[src/design/bcc_pkg.sv]
// Shared types, constants and helpers of the backup chunk carver.
package bcc_pkg;

	localparam int TAG_BYTES   = 9;
	localparam int MAGIC_BYTES = 8;
	localparam int POS_W       = 48;
	localparam int LEN_W       = 40;
	localparam int MIN_W       = 16;
	localparam int RAW_W       = POS_W + 2;

	localparam logic [POS_W-1:0] POS_MAX   = {POS_W{1'b1}};
	localparam logic [LEN_W-1:0] LEN_MAX   = {LEN_W{1'b1}};
	localparam logic [LEN_W-1:0] MAX_RESET = 40'd629145600;
	localparam logic [MIN_W-1:0] MIN_RESET = 16'd32;

	localparam logic REG_MAX_FILE = 1'b0;
	localparam logic REG_MIN_FILE = 1'b1;

	localparam logic [7:0] TAG_PATTERN [TAG_BYTES] = '{
		8'h64, 8'h75, 8'h70, 8'h6c, 8'h69, 8'h63, 8'h61, 8'h63, 8'h79
	};
	localparam logic [7:0] MAGIC_PATTERN [MAGIC_BYTES] = '{
		8'h00, 8'h00, 8'h00, 8'h00, 8'h63, 8'h00, 8'h01, 8'h00
	};

	typedef enum logic [2:0] {
		EV_START      = 3'd0,
		EV_END_FOOTER = 3'd1,
		EV_END_HEADER = 3'd2,
		EV_END_LIMIT  = 3'd3,
		EV_TOO_SMALL  = 3'd4
	} event_kind_t;

	typedef struct packed {
		event_kind_t       kind;
		logic [POS_W-1:0]  offset;
		logic [LEN_W-1:0]  length;
		logic              last;
	} event_t;

	function automatic logic [LEN_W-1:0] sat_len(input logic [RAW_W-1:0] v);
		return (|v[RAW_W-1:LEN_W]) ? LEN_MAX : v[LEN_W-1:0];
	endfunction

endpackage

[src/design/backup_chunk_carver_core.sv]
// Top level of the backup chunk carver: byte window, header/footer match and event queue.
//
// One stream byte is taken per transfer, and a byte can be taken in every clock cycle.
// Header and magic matching are parallel compares on the shifted byte window, and all
// offsets, lengths and limit checks are worked out in the same cycle the byte is taken;
// the events it causes (none, one or two) go into a three-entry queue that feeds the
// result port. in_stall rises while two or more events wait, so a byte is taken every
// cycle as long as the result side keeps up, except that a byte that causes two events
// holds the input while the second event drains. Registers: max_file_bytes at byte
// address 0, min_file_bytes at byte address 8; pready is always high.
module backup_chunk_carver_core #(
	parameter int GAP_BYTES   = 5,
	parameter int TRAIL_BYTES = 2
) (
	input  logic        clk,
	input  logic        arst_n,
	input  logic        psel,
	input  logic        penable,
	input  logic        pwrite,
	input  logic [3:0]  paddr,
	input  logic [63:0] pwdata,
	output logic [63:0] prdata,
	output logic        pready,
	input  logic        in_valid,
	output logic        in_stall,
	input  logic [7:0]  data_byte,
	output logic        out_valid,
	input  logic        out_stall,
	output logic [2:0]  event_kind,
	output logic [47:0] file_offset,
	output logic [39:0] file_length,
	output logic        last_event
);
	import bcc_pkg::*;

	localparam int WIN_BYTES  = TAG_BYTES + GAP_BYTES + MAGIC_BYTES;
	localparam int MAGIC_BASE = TAG_BYTES + GAP_BYTES;
	localparam int Q_DEPTH    = 3;

	logic [LEN_W-1:0] max_q;
	logic [MIN_W-1:0] min_q;
	logic [7:0]       window_q [WIN_BYTES];
	logic [7:0]       win_d    [WIN_BYTES];
	logic [POS_W-1:0] pos_q;
	logic             open_q;
	logic [POS_W-1:0] start_q;

	logic             accept, pop;
	logic             magic_hit, tag_hit;
	logic [POS_W-1:0] hdr_start;
	logic [RAW_W-1:0] seen, footer_raw, header_raw, size_raw;
	logic [LEN_W-1:0] footer_len, header_len, size_len;
	logic             open_d;
	logic [POS_W-1:0] start_d;
	logic [1:0]       push_n;
	event_t           ev0, ev1;

	event_t           queue_q [Q_DEPTH];
	logic [1:0]       wr_q, rd_q, cnt_q;
	event_t           head;

	function automatic logic [1:0] ptr_inc(input logic [1:0] p);
		return (p == 2'(Q_DEPTH - 1)) ? 2'd0 : p + 2'd1;
	endfunction

	function automatic event_kind_t end_kind(input event_kind_t k, input logic [LEN_W-1:0] len,
			input logic [MIN_W-1:0] min_len);
		return (len < {{(LEN_W-MIN_W){1'b0}}, min_len}) ? EV_TOO_SMALL : k;
	endfunction

	// configuration port
	assign pready = 1'b1;

	always_ff @(posedge clk or negedge arst_n) begin
		if (!arst_n) begin
			max_q <= MAX_RESET;
			min_q <= MIN_RESET;
		end else if (psel && penable && pwrite) begin
			case (paddr[3])
				REG_MAX_FILE: max_q <= pwdata[LEN_W-1:0];
				REG_MIN_FILE: min_q <= pwdata[MIN_W-1:0];
				default: ;
			endcase
		end
	end

	always_comb begin
		case (paddr[3])
			REG_MAX_FILE: prdata = {{(64-LEN_W){1'b0}}, max_q};
			REG_MIN_FILE: prdata = {{(64-MIN_W){1'b0}}, min_q};
			default:      prdata = '0;
		endcase
	end

	// match and event generation
	assign in_stall = (cnt_q >= 2'd2);
	assign accept   = in_valid && !in_stall;

	always_comb begin
		for (int i = 0; i < WIN_BYTES - 1; i++) begin
			win_d[i] = window_q[i+1];
		end
		win_d[WIN_BYTES-1] = data_byte;

		magic_hit = (pos_q >= POS_W'(MAGIC_BYTES - 1));
		for (int j = 0; j < MAGIC_BYTES; j++) begin
			if (win_d[MAGIC_BASE+j] != MAGIC_PATTERN[j]) magic_hit = 1'b0;
		end
		tag_hit = (pos_q >= POS_W'(WIN_BYTES - 1));
		for (int j = 0; j < TAG_BYTES; j++) begin
			if (win_d[j] != TAG_PATTERN[j]) tag_hit = 1'b0;
		end
	end

	assign seen       = {2'b00, pos_q} + RAW_W'(1);
	assign hdr_start  = (pos_q >= POS_W'(WIN_BYTES - 1)) ? pos_q - POS_W'(WIN_BYTES - 1) : '0;
	assign footer_raw = seen + RAW_W'(TRAIL_BYTES) - {2'b00, start_q};
	assign header_raw = (hdr_start >= start_q) ? {2'b00, hdr_start - start_q} : '0;
	assign size_raw   = seen - {2'b00, start_q};
	assign footer_len = sat_len(footer_raw);
	assign header_len = sat_len(header_raw);
	assign size_len   = sat_len(size_raw);

	always_comb begin
		open_d  = open_q;
		start_d = start_q;
		push_n  = 2'd0;
		ev0     = '{kind: EV_START, offset: hdr_start, length: '0, last: 1'b1};
		ev1     = '{kind: EV_START, offset: hdr_start, length: '0, last: 1'b1};
		if (!open_q) begin
			if (magic_hit && tag_hit) begin
				open_d  = 1'b1;
				start_d = hdr_start;
				push_n  = 2'd1;
			end
		end else if (magic_hit) begin
			if (tag_hit) begin
				ev0 = '{kind: end_kind(EV_END_HEADER, header_len, min_q), offset: start_q,
					length: header_len, last: 1'b0};
				start_d = hdr_start;
				push_n  = 2'd2;
			end else begin
				ev0 = '{kind: end_kind(EV_END_FOOTER, footer_len, min_q), offset: start_q,
					length: footer_len, last: 1'b1};
				open_d = 1'b0;
				push_n = 2'd1;
			end
		end else if (size_raw >= {{(RAW_W-LEN_W){1'b0}}, max_q}) begin
			ev0 = '{kind: end_kind(EV_END_LIMIT, size_len, min_q), offset: start_q,
				length: size_len, last: 1'b1};
			open_d = 1'b0;
			push_n = 2'd1;
		end
	end

	always_ff @(posedge clk or negedge arst_n) begin
		if (!arst_n) begin
			for (int i = 0; i < WIN_BYTES; i++) begin
				window_q[i] <= '0;
			end
			pos_q   <= '0;
			open_q  <= 1'b0;
			start_q <= '0;
		end else if (accept) begin
			for (int i = 0; i < WIN_BYTES; i++) begin
				window_q[i] <= win_d[i];
			end
			if (pos_q != POS_MAX) pos_q <= pos_q + POS_W'(1);
			open_q  <= open_d;
			start_q <= start_d;
		end
	end

	// event queue
	assign pop = out_valid && !out_stall;

	always_ff @(posedge clk) begin
		if (accept) begin
			if (push_n != 2'd0) queue_q[wr_q] <= ev0;
			if (push_n == 2'd2) queue_q[ptr_inc(wr_q)] <= ev1;
		end
	end

	always_ff @(posedge clk or negedge arst_n) begin
		if (!arst_n) begin
			wr_q  <= '0;
			rd_q  <= '0;
			cnt_q <= '0;
		end else begin
			if (accept) begin
				case (push_n)
					2'd1:    wr_q <= ptr_inc(wr_q);
					2'd2:    wr_q <= ptr_inc(ptr_inc(wr_q));
					default: ;
				endcase
			end
			if (pop) rd_q <= ptr_inc(rd_q);
			cnt_q <= cnt_q + (accept ? push_n : 2'd0) - {1'b0, pop};
		end
	end

	assign head        = queue_q[rd_q];
	assign out_valid   = (cnt_q != 2'd0);
	assign event_kind  = head.kind;
	assign file_offset = head.offset;
	assign file_length = head.length;
	assign last_event  = head.last;

endmodule

[config.mk]
export PLATFORM = sky130hd
export DESIGN_NAME = backup_chunk_carver_core
export DESIGN_NICKNAME = d
export VERILOG_FILES = /design/src/design/bcc_pkg.sv /design/src/design/backup_chunk_carver_core.sv
export SDC_FILE = /design/constraint.sdc
export NUM_CORES = 2
export LEC_CHECK = 0
export BUFFER_PORTS_ARGS = -buffer_cell sky130_fd_sc_hd__buf_2
export CORE_ASPECT_RATIO = 0.7
export CORE_MARGIN = 2
export CORE_UTILIZATION = 55
export DETAILED_ROUTE_END_ITERATION = 7
export MAX_ROUTING_LAYER = met4
export PLACE_DENSITY = 0.81
export SYNTH_ARGS = -nofsm -noshare
export SYNTH_HDL_FRONTEND = slang
export SYNTH_SLANG_ARGS = --single-unit
[constraint.sdc]
create_clock -name clk -period 9.9 [get_ports clk]
set_input_delay 1.98 -clock clk [delete_from_list [all_inputs] [get_ports clk]]
set_output_delay 1.98 -clock clk [all_outputs]
set_load 0.1 [all_outputs]
# Yosys cells after proc, flatten, opt, wreduce, memory -nomap -nowiden
# Memories as Yosys holds them, arrays and structs flattened.
# Index checks and enable logic that the tools add are counted.
dict set report classes {
  add_sub_neg 12
  magnitude_cmp 8
  n_eq_ne 19
  mux 55
  bitwise 1
  n_reduce_logical 25
}
# op count
set op_table {}
lappend op_table {{$mux W92} 4}
lappend op_table {{$mux W48} 6}
lappend op_table {{$pmux W64 S2} 1}
lappend op_table {{$lt A40 B16 Y1} 3}
lappend op_table {{$mux W40} 3}
lappend op_table {{$ne A8 B7 Y1 const B} 10}
lappend op_table {{$add A49 B2 Y50 const B} 1}
lappend op_table {{$ge A50 B40 Y1} 1}
lappend op_table {{$sub A49 B48 Y50} 1}
lappend op_table {{$sub A50 B48 Y50} 1}
lappend op_table {{$add A48 B1 Y49 const B} 1}
lappend op_table {{$add A48 B1 Y48 const B} 1}
lappend op_table {{$ge A48 B3 Y1 const B} 1}
lappend op_table {{$ge A48 B48 Y1} 1}
lappend op_table {{$ge A48 B5 Y1 const B} 1}
lappend op_table {{$ne A48 B48 Y1 const B} 1}
lappend op_table {{$reduce_bool A8 Y1} 6}
lappend op_table {{$sub A48 B48 Y48} 1}
lappend op_table {{$sub A48 B5 Y48 const B} 1}
lappend op_table {{$mux W1} 30}
lappend op_table {{$reduce_or A10 Y1} 3}
lappend op_table {{$mux W2} 7}
lappend op_table {{$mux W3} 3}
lappend op_table {{$eq A2 B2 Y1 const B} 4}
lappend op_table {{14 further kinds} 28}
dict set report word_totals {
  regBits 327
  ram_bits 276
  input_bits 83
  n_memories 1
}
# name words word_bits read_ports rd_clocked_by_memory_dff write_ports line_no
set mem_list {}
lappend mem_list {queue_q 3 92 1 0 2 backup_chunk_carver_core.sv:58} ;# event_t queue_q [Q_DEPTH];

# Logic depth before layout (Yosys ltp)
dict set report depth {
  word_depth 17
  ltp_mapped 41
  mapped_depth_nobuf 36
}

# Least setup slack after synthesis
# No wires, ideal clock.
dict set report synth_path {
  path_kind {flip-flop to flip-flop}
  startpoint {register pos_q[2]}
  endpoint {memory queue_q[0][91] in the netlist's numbering}
  setup_ns 0.087
  arrival_time_ns 8.926
  t_required_ns 9.813
  setup_slack_ns 0.887
  path_stages_with_launch 41
  cell_sequence {dfrtp_1 clkbuf_1 nand2_1 or4_1 or2_2 clkbuf_1 nor2_1 and3_1 nor2b_1 nor2b_1 nor2b_1 nand3_1 nor2_1 xor2_1 ha_1 fa_1 clkbuf_1 and3b_1 (+5 left out) nand3_1 or4_1 nor4_2 clkbuf_1 buf_1 nand2_1 ha_1 a21o_1 a21o_1 a221oi_1 nand4_1 a2111oi_0 nand4_1 nor4_1 and4_1 a31oi_1 o32a_1 o31ai_1}
}
# item line_no
set synth_rtl {}
lappend synth_rtl {{from (decl)} backup_chunk_carver_core.sv:44} ;# logic [POS_W-1:0] pos_q;
lappend synth_rtl {{from (signal assigned)} backup_chunk_carver_core.sv:168} ;# if (pos_q != POS_MAX) pos_q <= pos_q + POS_W'(1);
lappend synth_rtl {{to (decl)} backup_chunk_carver_core.sv:58}

==> impl_metrics.py <==
metrics = {
    "setup_path": {
        "required_ns": 10.49,
        "crit_path_max_fanout": 43,
        "cpMostUsedCell": "ha_1",
        "reg2reg_depth": 29,
        "cpPeakStageDelay_ns": 0.81,
        "slowest_stage": "xor2_1",
        "arrival_ns": 10.08,
        "cp-start-kind": "flip-flop",
        "r2r-start": "pos_q[0]$_DFFE_PN0P_",
        "worst_r2r_endpoint": "queue_q[2][5]$_SDFFE_PP0P_",
        "r2r_slack_ns": 0.41,
        "crit_type": "flip-flop to flip-flop",
        "end_kind": "flip-flop",
    },
    "clock_tree": {
        "holdBufCountCts": 0,
        "cts.root.buffer_cell": "clkbuf_16",
        "htree_num_levels": 2,
        "clk_latency_ns": 0.69,
        "cts_buffers": 57,
        "cts_tree": "done",
        "clock-sinks": 603,
        "clk_pin_slew_ns": 0.07,
        "clk_path_buf_depth": 3,
    },
    "placed_design": {
        "numPortBuffers": 189,
        "dp.cells": 5903,
        "gp_congestion": 1.087,
        "pre_cts_ws_ns": 0.1393,
        "dpl.hpwl_um": 116300,
    },
    "floorplan": {
        "die_h_um": 234.5,
        "core_area_um2": 75150,
        "rows": 84,
        "die_w_um": 333.3,
        "num_io_pins": 242,
        "start_util": 0.5557,
        "die-area_um2": 78180,
    },
    "layout": {
        "syn_to_final_growth_pct": 13.01,
        "nNetsFinal": 5345,
        "final-seq-area_um2": 15170,
        "drive_gt1_frac": 0.1563,
        "stdcell_count": 6016,
        "fillerInstances": 6214,
        "multi_input_comb_area_um2": 24750,
    },
    "yosys": {
        "yosys_register_bits": 603,
        "dominantRegCellSynth": "dfrtp_1",
        "ys_seq_area_frac": 0.3630,
        "yosysTopAreaCellShare": 0.1930,
        "synthCells": 4744,
        "synth-edff-count": 144,
        "ys_top_cells_by_area": "dfrtp_1 19%, edfxtp_1 10%, nand2_1 8.4%, ha_1 7.1%, dfxtp_1 6.3%",
        "ys_warn_count": 0,
        "async_flop_share": 0.5423,
        "synth_cell_type_count": 106,
        "synth.avg_cell_area_um2": 8.802,
        "syn-cell-area_um2": 41760,
        "synth_most_common_cell": "nand2_1",
        "synth_top_area_cell": "dfrtp_1",
        "synth_common_cells": "933 x nand2_1, 322 x dfrtp_1, 265 x nor2_1, 243 x o21ai_0, 238 x ha_1",
    },
    "sta": {
        "maxSlewHeadroom": 0.08843,
        "final-hold-violation-count": 0,
        "setup-violations-final": 0,
        "max_freq_mhz": 105.4,
        "post-route-period-util": 0.9586,
        "final_max_slew_viol_count": 0,
        "fin_skew_ns": 0.07480,
        "fin_crit_ns": 9.490,
        "tns_ns": 0,
        "fin_ws_ns": 0.4100,
        "whs_ns": 0.4550,
        "tightest_slew_ns": 1.367,
    },
    "hold_path": {
        "hold_path_depth": 2,
        "hold_path.startpoint": "queue_q[2][28]$_SDFFE_PP0P_",
        "holdCritPathClass": "flip-flop to flip-flop",
        "hold_end": "queue_q[2][28]$_SDFFE_PP0P_",
    },
    "routing": {
        "vias": 38530,
        "drt-initial-drc-count": 4752,
        "routed_wl_um": 150400,
        "first_pass_iters": 6,
        "wl_per_cell_um": 25.00,
        "via_per_inst": 6.405,
        "ant_nets": 0,
        "drcViolationCount": 0,
    },
    "grt": {
        "track_usage": 0.3886,
        "grt_pass1_wl_um": 223100,
        "overflow": 0,
        "grt_max_degree": 131,
        "antenna_found_initial": 7,
        "grt_pass1_vias": 35710,
    },
    "pwr": {
        "ir_worst_vdd_uv": 224.2,
        "power_density_nw_per_um2": 257.3,
        "p_leak_nw": 21.11,
    },
    "status": {
        "run_status": "completed",
    },
    "flow_run": {
        "max_cap_violations": 0,
    },
}
[through the flow]
stage,instance area [µm²],utilization,total power [mW]
finish,47190,0.6280,12.14
global route,47180,0.6279,12.69
CTS,47060,0.6263,11.93
detailed placement,44960,0.5984,9.457
global placement,44960,0.5984,9.403
floorplan,41840,-,7.348
[critical path, delay by kind of cell, from the launching register on]
family / cells / cell delay [ns]
buffers and inverters: 2 / 0.47
XOR/XNOR: 2 / 1.35
AO/OA/AOI/OAI: 11 / 2.82
flip-flops: 1 / 0.43
adder cells (fa/ha/maj): 3 / 1.18
AND/OR/NAND/NOR: 10 / 2.70
multiplexers: 1 / 0.37
[flip-flops by register name (all words and copies together), names as in the netlist]
signal and flops:
cnt_q 2, min_q 16, max_q 40, wr_q 2, open_q 1, start_q 48, rd_q 2, win_d 168
queue_q 276, pos_q 48
[cell families after synthesis]
group,synth area share
muxes,0.05352
xor gates and xnor gates,0.04971
buffers and inverters,0.05154
DFF,0.3630
adders and majority gates,0.09481
AOI/OAI and AO/OA,0.1829
other,0.0001799
and+or+nand+nor,0.2044
[report_power, final]
group | internal, mW | total (mW) | leakage, nW | switching (mW)
clock | 1.40 | 2.45 | 1.02 | 1.05
sequential | 2.85 | 3.20 | 6.40 | 0.347
combinational | 2.11 | 6.49 | 13.7 | 4.38
total | 6.37 | 12.1 | 21.1 | 5.78
[placed cells by master, fill, tap and decap left out, types with 17 or more instances in the layout]
cell / n
a21oi_1: 164
mux2_2: 106
buf_2: 188
nor4bb_1: 17
dfxtp_1: 132
xor2_1: 95
mux2i_1: 104
nor3_1: 81
o21bai_1: 22
edfxtp_1: 144
nand2b_1: 45
dfrtp_1: 317
nor2_1: 255
o21ai_0: 242
a211oi_1: 24
nand2_1: 932
a21o_1: 67
and3_1: 26
buf_4: 259
o21a_1: 23
or2_2: 17
or3_1: 37
a22o_1: 201
a32o_1: 54
xnor2_1: 140
o211ai_1: 26
and2_1: 23
nand3_1: 85
nor2b_1: 25
o31ai_1: 22
nand4_1: 102
ha_1: 238
inv_1: 200
fa_1: 49
clkbuf_16: 60
conb_1: 25
a31oi_1: 38
nor4_1: 58
[layer usage]
layer / vias up / track usage / part of all wire
met1: 18760 / 0.5415 / 0.43
met3: 239 / 0.1247 / 0.13
met2: 2096 / 0.5430 / 0.41
met5: - / - / 0
li1: 17440 / - / -
met4: 0 / 0.09926 / 0.026
[how the worst max path moves through the flow]
stage                          from                          end  slack (ns)  depth (start not counted)
6_report       pos_q[0]$_DFFE_PN0P_   queue_q[2][5]$_SDFFE_PP0P_        0.41                         29
2_1_floorplan  pos_q[2]$_DFFE_PN0P_  queue_q[0][91]$_SDFFE_PP0P_        0.89                         40
4_1_cts        pos_q[8]$_DFFE_PN0P_  queue_q[0][91]$_SDFFE_PP0P_        0.09                         33
3_5_place_dp   pos_q[6]$_DFFE_PN0P_  queue_q[0][91]$_SDFFE_PP0P_        0.14                         33
3_3_place_gp   pos_q[6]$_DFFE_PN0P_  queue_q[0][91]$_SDFFE_PP0P_        0.37                         33
5_1_grt        pos_q[8]$_DFFE_PN0P_  queue_q[0][91]$_SDFFE_PP0P_       -0.08                         35
[cell type report]
cell class              instances  share of cell area
multi-input cells            3648              0.5244
flip-flops and latches        603              0.3214
repair buffers                461             0.06698
clock buffers                  74             0.03423
well taps                     989             0.02622
inverters                     204             0.01623
clock inverters                32             0.01023
diodes                          5           0.0002651
[repair_timing]
item / in CTS / in global routing
buffers inserted: 0 / 2
gates resized for setup: 0 / 26
setup endpoints to repair: 0 / 9
(Power assumes the default switching activity.)
